`src/design/enveloped_sine_tone_generator_defines.svh`:
```
// Assertion macros used by the tone generator's top-level RTL file.
`ifndef ENVELOPED_SINE_TONE_GENERATOR_DEFINES_SVH
`define ENVELOPED_SINE_TONE_GENERATOR_DEFINES_SVH

// Check a consequent in the same cycle as its antecedent.
`define ESTG_ASSERT_SAME(lbl, ante, cons, msg) \
  lbl: assert property (@(posedge clk) disable iff (!rst_n) (ante) |-> (cons)) \
    else $error(msg);

// Check a consequent in the cycle after its antecedent.
`define ESTG_ASSERT_NEXT(lbl, ante, cons, msg) \
  lbl: assert property (@(posedge clk) disable iff (!rst_n) (ante) |=> (cons)) \
    else $error(msg);

`endif

```
`src/design/estg_pkg.sv`:
```
// Shared types, constants and the quarter-wave sine table of the tone generator.
`default_nettype none

package estg_pkg;

  localparam int SINE_DEPTH  = 256;
  localparam int SINE_AW     = $clog2(SINE_DEPTH);
  localparam int POS_W       = SINE_AW + 2;
  localparam int SINE_MAG_W  = 15;
  localparam int ENV_STEPS   = 16;
  localparam int AMP_W       = 13;
  localparam int ACC_W       = AMP_W + ENV_STEPS;
  localparam int PROD_W      = ACC_W + SINE_MAG_W;
  localparam int PROD_SHIFT  = 31;

  localparam int VOL_W       = 7;
  localparam int FREQ_W      = 13;
  localparam int DUR_W       = 14;
  localparam int SAMPLE_W    = 14;
  localparam int IDX_W       = 18;
  localparam int CFG_IDX_W   = 2;

  localparam int MS_PER_S    = 1000;
  localparam int FADE_DIV    = 50;

  localparam logic [IDX_W-1:0]      MAX_TOTAL   = '1;
  localparam logic [VOL_W-1:0]      VOL_MAX     = 7'd100;
  localparam logic [AMP_W-1:0]      AMP_PER_PCT = 13'd80;
  localparam logic [SINE_MAG_W-1:0] SINE_PEAK   = 15'h7fff;

  localparam logic [VOL_W-1:0]  VOL_RESET  = 7'd80;
  localparam logic [FREQ_W-1:0] FREQ_RESET = 13'd1000;
  localparam logic [DUR_W-1:0]  DUR_RESET  = 14'd100;

  typedef logic [CFG_IDX_W-1:0] estg_cfg_idx_t;
  localparam estg_cfg_idx_t CFG_VOLUME   = 2'd0;
  localparam estg_cfg_idx_t CFG_FREQ     = 2'd1;
  localparam estg_cfg_idx_t CFG_DURATION = 2'd2;

  typedef enum logic [2:0] {
    ST_LOAD,
    ST_SETUP,
    ST_IDLE,
    ST_CALC,
    ST_MUL,
    ST_DONE
  } estg_state_t;

  typedef struct packed {
    logic load;
    logic step;
    logic pos_step;
    logic mul;
  } estg_dp_ctl_t;

  typedef logic [15:0] sine_rom_t [SINE_DEPTH];

  localparam logic [63:0] HALF_PI_Q30 = 64'd1686629713;
  localparam logic [63:0] ONE_Q30     = 64'd1 << 30;

  function automatic logic [15:0] sine_entry(int unsigned k);
    logic [63:0] x;
    logic [63:0] x2;
    logic [63:0] h;
    logic [63:0] s;
    logic [63:0] v;
    x  = (64'(k) * HALF_PI_Q30) / SINE_DEPTH;
    x2 = (x * x) >> 30;
    h  = ONE_Q30;
    h  = ONE_Q30 - ((x2 * h) >> 30) / 110;
    h  = ONE_Q30 - ((x2 * h) >> 30) / 72;
    h  = ONE_Q30 - ((x2 * h) >> 30) / 42;
    h  = ONE_Q30 - ((x2 * h) >> 30) / 20;
    h  = ONE_Q30 - ((x2 * h) >> 30) / 6;
    s  = (x * h) >> 30;
    v  = (s * 64'd32767 + (64'd1 << 29)) >> 30;
    if (v > 64'd32767) begin
      v = 64'd32767;
    end
    return v[15:0];
  endfunction

  function automatic sine_rom_t build_sine_rom();
    sine_rom_t rom;
    for (int k = 0; k < SINE_DEPTH; k++) begin
      rom[k] = sine_entry(k);
    end
    return rom;
  endfunction

  localparam sine_rom_t SINE_ROM = build_sine_rom();

endpackage

`default_nettype wire

```
`src/design/estg_sample_dp.sv`:
```
// Bit-serial sample datapath: envelope divide-and-scale, phase position, sine lookup, product.
`default_nettype none

module estg_sample_dp #(
  parameter int FS_HZ = 16000
) (
  input  wire logic                                 clk,
  input  wire estg_pkg::estg_dp_ctl_t               ctl,
  input  wire logic [$clog2(FS_HZ/estg_pkg::FADE_DIV)-1:0] env_num,
  input  wire logic                                 env_full,
  input  wire logic [estg_pkg::AMP_W-1:0]           amp,
  input  wire logic [$clog2(FS_HZ)-1:0]             residue,
  output logic      [estg_pkg::AMP_W-1:0]           mag,
  output logic                                      neg
);

  localparam int PHASE_W = $clog2(FS_HZ);
  localparam int FADE    = FS_HZ / estg_pkg::FADE_DIV;
  localparam int N_W     = $clog2(FADE);
  localparam int ACC_W   = estg_pkg::ACC_W;
  localparam int POS_W   = estg_pkg::POS_W;
  localparam int AW      = estg_pkg::SINE_AW;
  localparam int PROD_W  = estg_pkg::PROD_W;

  localparam logic [N_W:0]     FADE_K = (N_W + 1)'(FADE);
  localparam logic [PHASE_W:0] SR_K   = (PHASE_W + 1)'(FS_HZ);

  logic [N_W-1:0]                     env_rem_r;
  logic [ACC_W-1:0]                   acc_r;
  logic [estg_pkg::AMP_W-1:0]         amp_r;
  logic [PHASE_W-1:0]                 pos_rem_r;
  logic [POS_W-1:0]                   pos_r;
  logic [15:0]                        tab_r;
  logic [PROD_W-1:0]                  prod_r;

  logic [N_W:0]                       env_dbl;
  logic [N_W:0]                       env_sub;
  logic                               env_bit;
  logic [ACC_W-1:0]                   acc_nxt;
  logic [PHASE_W:0]                   pos_dbl;
  logic [PHASE_W:0]                   pos_sub;
  logic                               pos_bit;
  logic                               quad_odd;
  logic [AW-1:0]                      k_idx;
  logic [AW-1:0]                      rom_addr;
  logic [estg_pkg::SINE_MAG_W-1:0]    sine_mag;

  always_comb begin
    env_dbl  = {env_rem_r, 1'b0};
    env_bit  = (env_dbl >= FADE_K);
    env_sub  = env_dbl - FADE_K;
    acc_nxt  = {acc_r[ACC_W-2:0], 1'b0} + (env_bit ? ACC_W'(amp_r) : ACC_W'(0));
    pos_dbl  = {pos_rem_r, 1'b0};
    pos_bit  = (pos_dbl >= SR_K);
    pos_sub  = pos_dbl - SR_K;
    quad_odd = pos_r[AW];
    k_idx    = pos_r[AW-1:0];
    rom_addr = quad_odd ? (~k_idx + AW'(1)) : k_idx;
    sine_mag = (quad_odd && (k_idx == '0)) ? estg_pkg::SINE_PEAK
                                           : tab_r[estg_pkg::SINE_MAG_W-1:0];
    mag      = prod_r[estg_pkg::PROD_SHIFT +: estg_pkg::AMP_W];
    neg      = pos_r[POS_W-1];
  end

  always_ff @(posedge clk) begin
    tab_r <= estg_pkg::SINE_ROM[rom_addr];
    if (ctl.load) begin
      env_rem_r <= env_full ? '0 : env_num;
      acc_r     <= env_full ? ACC_W'(amp) : '0;
      amp_r     <= amp;
      pos_rem_r <= residue;
      pos_r     <= '0;
    end else begin
      if (ctl.step) begin
        env_rem_r <= env_bit ? env_sub[N_W-1:0] : env_dbl[N_W-1:0];
        acc_r     <= acc_nxt;
      end
      if (ctl.pos_step) begin
        pos_rem_r <= pos_bit ? pos_sub[PHASE_W-1:0] : pos_dbl[PHASE_W-1:0];
        pos_r     <= {pos_r[POS_W-2:0], pos_bit};
      end
    end
    if (ctl.mul) begin
      prod_r <= PROD_W'(acc_r) * PROD_W'(sine_mag);
    end
  end

endmodule

`default_nettype wire

```
`src/design/enveloped_sine_tone_generator.sv`:
```
// Top level of the enveloped sine tone generator: control, registers, tone state, result register.
//
//  channel | direction | handshake             | payload
//  --------+-----------+-----------------------+--------------------------------------------
//  cfg     | in        | cfg_valid / cfg_ready | cfg_index, cfg_data
//  in      | in        | in_valid / in_ready   | in_start_req
//  out     | out       | out_valid / out_ready | out_left_sample, out_right_sample,
//          |           |                       | out_tone_active, out_last
//
// An accepted tone sample passes through ST_CALC (the bit-serial envelope and phase loop with the
// table read overlapped), ST_MUL (the multiply) and ST_DONE, which loads the result register.
// A silent tick goes straight to ST_DONE. No new item is taken until the last one is loaded.
// After reset and after every register write the tone length is found by a bit-serial divide
// by 1000 over the rate*duration product in ST_LOAD and ST_SETUP, in_ready low.
// A finished item waits while the result register holds an item not yet taken, in_ready low.
`default_nettype none

`include "enveloped_sine_tone_generator_defines.svh"

module enveloped_sine_tone_generator #(
  parameter int FS_HZ = 16000
) (
  input  wire logic                                  clk,
  input  wire logic                                  rst_n,
  input  wire logic                                  cfg_valid,
  output logic                                       cfg_ready,
  input  wire logic [estg_pkg::CFG_IDX_W-1:0]        cfg_index,
  input  wire logic [estg_pkg::DUR_W-1:0]            cfg_data,
  input  wire logic                                  in_valid,
  output logic                                       in_ready,
  input  wire logic                                  in_start_req,
  output logic                                       out_valid,
  input  wire logic                                  out_ready,
  output logic signed [estg_pkg::SAMPLE_W-1:0]       out_left_sample,
  output logic signed [estg_pkg::SAMPLE_W-1:0]       out_right_sample,
  output logic                                       out_tone_active,
  output logic                                       out_last
);

  localparam int PHASE_W    = $clog2(FS_HZ);
  localparam int FADE       = FS_HZ / estg_pkg::FADE_DIV;
  localparam int N_W        = $clog2(FADE);
  localparam int IDX_W      = estg_pkg::IDX_W;
  localparam int DIVIDEND_W = $clog2(FS_HZ * ((1 << estg_pkg::DUR_W) - 1) + 1);
  localparam int CNT_W      = $clog2(DIVIDEND_W);
  localparam int MSR_W      = $clog2(estg_pkg::MS_PER_S);
  localparam int SAMPLE_W   = estg_pkg::SAMPLE_W;

  localparam logic [PHASE_W:0]  SR_K   = (PHASE_W + 1)'(FS_HZ);
  localparam logic [MSR_W:0]    MS_K   = (MSR_W + 1)'(estg_pkg::MS_PER_S);
  localparam logic [IDX_W-1:0]  FADE_I = IDX_W'(FADE);

  estg_pkg::estg_state_t        state_r, state_nxt;
  logic [CNT_W-1:0]             cnt_r, cnt_nxt;

  logic [estg_pkg::VOL_W-1:0]   vol_r;
  logic [estg_pkg::FREQ_W-1:0]  freq_r;
  logic [estg_pkg::DUR_W-1:0]   dur_r;
  logic [IDX_W-1:0]             total_r;
  logic [MSR_W-1:0]             tdiv_rem_r;
  logic [DIVIDEND_W-1:0]        tdiv_num_r;

  logic [IDX_W-1:0]             idx_r, idx_nxt;
  logic [PHASE_W-1:0]           ph_r, ph_nxt;
  logic                         play_r, play_nxt;
  logic                         act_r;
  logic                         fin_r;

  logic                         out_valid_r;
  logic signed [SAMPLE_W-1:0]   out_sample_r;
  logic                         out_act_r;
  logic                         out_last_r;

  logic                         cfg_fire;
  logic                         in_fire;
  logic                         out_load;
  logic                         total_load;
  estg_pkg::estg_dp_ctl_t       dp_ctl;

  logic [estg_pkg::VOL_W-1:0]   vol_sat;
  logic [estg_pkg::AMP_W-1:0]   amp;
  logic [PHASE_W:0]             freq_ext;
  logic [PHASE_W:0]             step_w;
  logic [IDX_W-1:0]             idx_eff;
  logic [PHASE_W-1:0]           ph_eff;
  logic                         play_eff;
  logic                         run;
  logic [IDX_W:0]               idx_inc;
  logic                         fin;
  logic [PHASE_W:0]             ph_sum;
  logic [PHASE_W:0]             ph_wrap;
  logic                         rise;
  logic                         fall;
  logic                         env_full;
  logic [IDX_W-1:0]             tail;
  logic [N_W-1:0]               env_num;

  logic [MSR_W:0]               tdiv_dbl;
  logic [MSR_W:0]               tdiv_sub;
  logic                         tdiv_bit;
  logic [DIVIDEND_W-1:0]        tdiv_shift;
  logic [IDX_W-1:0]             total_sat;

  logic [estg_pkg::AMP_W-1:0]   dp_mag;
  logic                         dp_neg;
  logic [SAMPLE_W-1:0]          mag_ext;
  logic signed [SAMPLE_W-1:0]   sample_val;

  assign cfg_fire = cfg_valid & cfg_ready;
  assign in_fire  = in_valid & in_ready;

  // register-derived values
  always_comb begin
    vol_sat  = (vol_r > estg_pkg::VOL_MAX) ? estg_pkg::VOL_MAX : vol_r;
    amp      = estg_pkg::AMP_W'(vol_sat) * estg_pkg::AMP_PER_PCT;
    freq_ext = (PHASE_W + 1)'(freq_r);
    step_w   = (freq_ext >= SR_K) ? (freq_ext - SR_K) : freq_ext;
  end

  // tone length divider step
  always_comb begin
    tdiv_dbl   = {tdiv_rem_r, tdiv_num_r[DIVIDEND_W-1]};
    tdiv_bit   = (tdiv_dbl >= MS_K);
    tdiv_sub   = tdiv_dbl - MS_K;
    tdiv_shift = {tdiv_num_r[DIVIDEND_W-2:0], tdiv_bit};
    total_sat  = (tdiv_shift > DIVIDEND_W'(estg_pkg::MAX_TOTAL)) ? estg_pkg::MAX_TOTAL
                                                                 : tdiv_shift[IDX_W-1:0];
  end

  // tone state update for the accepted tick
  always_comb begin
    idx_eff  = in_start_req ? '0 : idx_r;
    ph_eff   = in_start_req ? '0 : ph_r;
    play_eff = in_start_req | play_r;
    run      = play_eff && (idx_eff < total_r);
    idx_inc  = (IDX_W + 1)'(idx_eff) + (IDX_W + 1)'(1);
    fin      = (idx_inc >= (IDX_W + 1)'(total_r));
    ph_sum   = (PHASE_W + 1)'(ph_eff) + step_w;
    ph_wrap  = (ph_sum >= SR_K) ? (ph_sum - SR_K) : ph_sum;
    rise     = (idx_eff < FADE_I);
    fall     = ((IDX_W + 1)'(idx_eff) + (IDX_W + 1)'(FADE_I)) > (IDX_W + 1)'(total_r);
    env_full = !rise && !fall;
    tail     = total_r - idx_eff;
    env_num  = rise ? idx_eff[N_W-1:0] : tail[N_W-1:0];

    idx_nxt  = idx_r;
    ph_nxt   = ph_r;
    play_nxt = play_r;
    if (in_fire) begin
      if (run && !fin) begin
        idx_nxt  = idx_inc[IDX_W-1:0];
        ph_nxt   = ph_wrap[PHASE_W-1:0];
        play_nxt = 1'b1;
      end else begin
        idx_nxt  = '0;
        ph_nxt   = '0;
        play_nxt = 1'b0;
      end
    end
  end

  // next state
  always_comb begin
    state_nxt = state_r;
    unique case (state_r)
      estg_pkg::ST_LOAD: begin
        state_nxt = estg_pkg::ST_SETUP;
      end
      estg_pkg::ST_SETUP: begin
        if (cfg_fire) begin
          state_nxt = estg_pkg::ST_LOAD;
        end else if (cnt_r == CNT_W'(DIVIDEND_W - 1)) begin
          state_nxt = estg_pkg::ST_IDLE;
        end
      end
      estg_pkg::ST_IDLE: begin
        if (cfg_fire) begin
          state_nxt = estg_pkg::ST_LOAD;
        end else if (in_fire) begin
          state_nxt = run ? estg_pkg::ST_CALC : estg_pkg::ST_DONE;
        end
      end
      estg_pkg::ST_CALC: begin
        if (cnt_r == CNT_W'(estg_pkg::ENV_STEPS - 1)) begin
          state_nxt = estg_pkg::ST_MUL;
        end
      end
      estg_pkg::ST_MUL: begin
        state_nxt = estg_pkg::ST_DONE;
      end
      estg_pkg::ST_DONE: begin
        if (out_load) begin
          state_nxt = estg_pkg::ST_IDLE;
        end
      end
      default: begin
        state_nxt = estg_pkg::ST_LOAD;
      end
    endcase
  end

  // control outputs
  always_comb begin
    in_ready        = 1'b0;
    cfg_ready       = 1'b0;
    out_load        = 1'b0;
    total_load      = 1'b0;
    dp_ctl          = '0;
    cnt_nxt         = '0;
    unique case (state_r)
      estg_pkg::ST_LOAD: begin
        cfg_ready = 1'b0;
      end
      estg_pkg::ST_SETUP: begin
        cfg_ready  = 1'b1;
        cnt_nxt    = cnt_r + CNT_W'(1);
        total_load = !cfg_valid && (cnt_r == CNT_W'(DIVIDEND_W - 1));
      end
      estg_pkg::ST_IDLE: begin
        cfg_ready   = 1'b1;
        in_ready    = !cfg_valid;
        dp_ctl.load = in_valid && !cfg_valid;
      end
      estg_pkg::ST_CALC: begin
        dp_ctl.step     = 1'b1;
        dp_ctl.pos_step = (cnt_r < CNT_W'(estg_pkg::POS_W));
        cnt_nxt         = cnt_r + CNT_W'(1);
      end
      estg_pkg::ST_MUL: begin
        dp_ctl.mul = 1'b1;
      end
      estg_pkg::ST_DONE: begin
        out_load = !out_valid_r || out_ready;
      end
      default: begin
        cfg_ready = 1'b0;
      end
    endcase
  end

  assign mag_ext    = SAMPLE_W'(dp_mag);
  assign sample_val = act_r ? (dp_neg ? -$signed(mag_ext) : $signed(mag_ext))
                            : '0;

  always_ff @(posedge clk) begin
    if (!rst_n) begin
      state_r     <= estg_pkg::ST_LOAD;
      cnt_r       <= '0;
      vol_r       <= estg_pkg::VOL_RESET;
      freq_r      <= estg_pkg::FREQ_RESET;
      dur_r       <= estg_pkg::DUR_RESET;
      idx_r       <= '0;
      ph_r        <= '0;
      play_r      <= 1'b0;
      act_r       <= 1'b0;
      fin_r       <= 1'b0;
      out_valid_r <= 1'b0;
    end else begin
      state_r <= state_nxt;
      cnt_r   <= cnt_nxt;
      idx_r   <= idx_nxt;
      ph_r    <= ph_nxt;
      play_r  <= play_nxt;
      if (cfg_fire) begin
        unique case (cfg_index)
          estg_pkg::CFG_VOLUME:   vol_r  <= cfg_data[estg_pkg::VOL_W-1:0];
          estg_pkg::CFG_FREQ:     freq_r <= cfg_data[estg_pkg::FREQ_W-1:0];
          estg_pkg::CFG_DURATION: dur_r  <= cfg_data;
          default: begin
            vol_r <= vol_r;
          end
        endcase
      end
      if (in_fire) begin
        act_r <= run;
        fin_r <= run && fin;
      end
      if (out_load) begin
        out_valid_r <= 1'b1;
      end else if (out_ready) begin
        out_valid_r <= 1'b0;
      end
    end
  end

  // payload registers
  always_ff @(posedge clk) begin
    if (state_r == estg_pkg::ST_LOAD) begin
      tdiv_rem_r <= '0;
      tdiv_num_r <= DIVIDEND_W'(FS_HZ) * DIVIDEND_W'(dur_r);
    end else if (state_r == estg_pkg::ST_SETUP) begin
      tdiv_rem_r <= tdiv_bit ? tdiv_sub[MSR_W-1:0] : tdiv_dbl[MSR_W-1:0];
      tdiv_num_r <= tdiv_shift;
    end
    if (total_load) begin
      total_r <= total_sat;
    end
    if (out_load) begin
      out_sample_r <= sample_val;
      out_act_r    <= act_r;
      out_last_r   <= fin_r;
    end
  end

  estg_sample_dp #(
    .FS_HZ (FS_HZ)
  ) u_dp (
    .clk      (clk),
    .ctl      (dp_ctl),
    .env_num  (env_num),
    .env_full (env_full),
    .amp      (amp),
    .residue  (ph_eff),
    .mag      (dp_mag),
    .neg      (dp_neg)
  );

  assign out_valid        = out_valid_r;
  assign out_left_sample  = out_sample_r;
  assign out_right_sample = out_sample_r;
  assign out_tone_active  = out_act_r;
  assign out_last         = out_last_r;

  `ESTG_ASSERT_SAME(a_idle_state_clear, !play_r, (idx_r == '0) && (ph_r == '0), "idle tone state not cleared")
  `ESTG_ASSERT_SAME(a_phase_in_range, 1'b1, (PHASE_W + 1)'(ph_r) < SR_K, "phase residue out of range")
  `ESTG_ASSERT_NEXT(a_start_plays, in_fire && in_start_req && (total_r > IDX_W'(1)), play_r, "start did not begin tone")
  `ESTG_ASSERT_SAME(a_last_is_active, out_load && fin_r, act_r, "final sample marked silent")

endmodule

`default_nettype wire

```
`config.mk`:
```
export PLATFORM = sky130hd
export DESIGN_NAME = enveloped_sine_tone_generator
export DESIGN_NICKNAME = d
export VERILOG_FILES = /design/src/design/estg_pkg.sv /design/src/design/estg_sample_dp.sv /design/src/design/enveloped_sine_tone_generator.sv
export VERILOG_INCLUDE_DIRS = /design/src /design/src/design
export SDC_FILE = /design/constraint.sdc
export NUM_CORES = 2
export LEC_CHECK = 0
export ABC_AREA = 1
export ABC_CLOCK_PERIOD_IN_PS = 18350
export BUFFER_PORTS_ARGS = -buffer_cell sky130_fd_sc_hd__buf_2
export CORE_MARGIN = 8
export CORE_UTILIZATION = 35
export DETAILED_ROUTE_END_ITERATION = 12
export GPL_ROUTABILITY_DRIVEN = 0
export PLACE_DENSITY = 0.54
export SLEW_MARGIN = 15
export SYNTH_ARGS = -nofsm -noshare
export SYNTH_HDL_FRONTEND = slang
export SYNTH_HIERARCHICAL = 1
export SYNTH_SLANG_ARGS = --single-unit
```
`constraint.sdc`:
```
create_clock -name clk -period 18.35 [get_ports clk]
set_input_delay 1.835 -clock clk [delete_from_list [all_inputs] [get_ports clk]]
set_output_delay 1.835 -clock clk [all_outputs]
set_load 0.02 [all_outputs]
```
==> impl_results.md <==
- Post-synth top area share: 23.1%
- Total die area: 109000 µm²
- Core area: 98000 µm²
- Final Hold Violating Endpoints: 0
- Met2 wire length: 46000 µm
- TritonCTS clock tree: done
- WL met3: 7540 µm
- M1 wire length: 44200 µm
- Synth area leaders: fa_1 23%, edfxtp_1 12%, nand2_1 10%
- GRT Util Overall: 18.7%
- Global route overflow: 0
- Hold Path End: out_last$_DFFE_PP_
- Buffers added on ports: 54
- Initial Util: 35.2%
- Top cell by count, worst path: fa_1
- Worst Hold Class: flip-flop to flip-flop
- Synth cell types: 72
- Hold Crit Depth: 0
- RSZ-0062 raised after global routing: false
- Setup violators final: 0
- Cells after synthesis: 4597
- Worst skew pair latency: 0.61 ns
- Crit start category: flip-flop
- Setup TNS: 0 ns
- First-pass GRT wire length: 164000 µm
- CTS max path bufs: 3
- Cell count of the worst reg-to-reg path: 28
- Max Cap Viol: 0
- Number of global-route vias before repair: 30200
- Die Ht: 330 µm
- Status: finished, final reports clean
- Nets@finish: 5244
- Setup Crit Path Kind: flip-flop to flip-flop
- Die Wd: 330 µm
- # DRC: 0
- Fmax: 0.118 GHz
- Crit-path max cell delay: 0.79 ns
- Total Wirelength: 102000 µm
- Crit Reg-Reg Endpoint: u_dp/prod_r[43]$_DFFE_PP_
- Detail Placement HPWL: 81000 µm
- Initial antenna violation count: 2
- CTS Sinks: 253
- CTS-repair resized insts: 0
- Hold_buf cts: 0
- Sequential area share after synthesis: 18.6%
- Commonest cells post-synth: 933 x nand2_1, 845 x inv_1, 517 x nor2_1
- CTS clock-pin slew for the worst setup and hold paths: 0.06 ns
- Ports: 55
- Slowest-stage cell, CP: clkinv_1
- R2r startpoint: u_dp/pos_r[0]$_SDFFE_PP0P_
- Max Clock Skew: 0.0276 ns
- Post-CTS setup buffers: 0
- Post-synth ARST share: 0%
- Num rows: 115
- Slew Limit Fails: 0
- Critical path peak fanout: 27
- Post-route ant nets: 0
- Area leader, netlist: fa_1
- Most common cell in the netlist: nand2_1
- Syn_area_per_cell: 7.50 µm²
- Req. time, crit path: 18.71 ns
- Post-synth EDFFs: 133
- Worst Min Path Start: fin_r$_SDFFE_PN0P_
- Largest net degree at the start of global routing: 57
- Fin crit period: 8.48 ns
- Vias per inst: 5.11
- H-tree depth: 1
- Worst-margin pin slew: 1.02 ns
- DR top layer: met5
- Max_slew headroom: 31.6%
- Layout cells sized above 1: 5.71%
- Synthesis Warnings: 6
- 1st-pass router iterations: 8
- Top_reg_cell synth: edfxtp_1
- Crit path capture type: flip-flop
- Total CTS buffers: 29
- Post-Syn Area: 34500 µm²
- Arr. time, crit path: 8.85 ns
- Final period util: 46.2%
- Clk root buf: clkbuf_16
- FF+latch count, synth: 253
- Flop2flop setup slack: 9.87 ns
- Routed len/inst: 17.4 µm
- Via Count: 30000
- Layout area overhead: 6.62%
- DRT iter0 DRCs: 2374
-- cell families after synthesis --
group | after synthesis | share of synthesized area, %
other cells | 1 | 0.0109
compound gates | 691 | 11.3
fa+ha+maj | 673 | 33.1
buf+inv | 1056 | 12.4
simple gates | 1859 | 23.0
xor+xnor | 64 | 1.70
flops | 253 | 18.6
-- cell usage in the layout (no fill, tap or decap), types with 15 or more instances in the layout --
cell type / count
o21ai_1: 43
a21oi_1: 259
nor2_2: 27
buf_2: 54
xnor2_1: 16
a21o_1: 17
nor2_1: 514
o211ai_1: 35
o22ai_1: 31
nand2_2: 21
a31oi_1: 23
nand4_1: 35
buf_4: 22
inv_2: 26
nand2_1: 933
dfxtp_1: 120
nor4_1: 15
nor3_1: 47
clkinv_1: 19
fa_1: 398
edfxtp_1: 133
nand3_1: 205
xor2_1: 46
inv_1: 844
o21ai_0: 214
ha_1: 275
clkbuf_16: 32
-- layer usage --
layer | vias to the layer above | GRT usage (%)
met4 | 2 | 6.96
met5 | - | 0
li1 | 14400 | -
met1 | 14200 | 24.7
met2 | 1068 | 30.5
met3 | 275 | 3.28
-- sequential cells by signal (all words and copies together), names as in the netlist, 3 cells and up --
name,count
cnt_r,5
dur_r,14
freq_r,13
idx_r,18
out_left_sample,14
ph_r,14
state_r,3
tdiv_num_r,28
tdiv_rem_r,10
total_r,18
u_dp/acc_r,29
u_dp/amp_r,13
u_dp/env_rem_r,9
u_dp/pos_r,10
u_dp/pos_rem_r,14
u_dp/prod_r,13
u_dp/tab_r,15
vol_r,7
-- per-stage QoR --
step | hold slack (ns) | utilization [%] | cell area, µm² | cells | worst slack (ns)
after floorplan | 0.409 | - | 34500 | 4604 | 11.37
after global placement | 0.415 | 36.4 | 35700 | 5805 | 10.08
after CTS | 0.443 | 37.5 | 36800 | 5859 | 9.90
after detailed placement | 0.422 | 36.4 | 35700 | 5805 | 9.88
final | 0.442 | 37.5 | 36800 | 5861 | 9.87
after global routing | 0.451 | 37.5 | 36800 | 5859 | 9.19
-- worst max-delay path: cells and delay by family (launching register included) --
family / cells / cell delay [ns]
DFF: 1 / 0.67
buffers and inverters: 7 / 1.50
AOI/OAI and AO/OA: 4 / 0.91
adders and majority gates: 8 / 3.80
and+or+nand+nor: 9 / 1.33
-- area by class of cell --
type                       count  area, µm²
antenna                        2       5.00
clock buffer                  41        905
clock inverter                13        165
fill                       10300      61200
inverter                     894       3380
multi-input combinational   3295      23900
sequential                   253       6400
tap                         1287       1610
timing repair buffer          76        435
-- worst max-delay path by stage --
stage	slack (ns)	end	from
6_report	9.87	u_dp/prod_r[43]$_DFFE_PP_	u_dp/pos_r[0]$_SDFFE_PP0P_
5_1_grt	9.19	u_dp/prod_r[43]$_DFFE_PP_	u_dp/pos_r[0]$_SDFFE_PP0P_
4_1_cts	9.90	u_dp/prod_r[43]$_DFFE_PP_	u_dp/pos_r[0]$_SDFFE_PP0P_
3_5_place_dp	9.88	u_dp/prod_r[43]$_DFFE_PP_	u_dp/pos_r[0]$_SDFFE_PP0P_
3_3_place_gp	10.08	u_dp/prod_r[43]$_DFFE_PP_	u_dp/pos_r[0]$_SDFFE_PP0P_
2_1_floorplan	11.37	u_dp/prod_r[43]$_DFFE_PP_	u_dp/pos_r[0]$_SDFFE_PP0P_
Power is not shown: default switching activity piles up to over one toggle a cycle in this logic, so the estimate is an artifact.
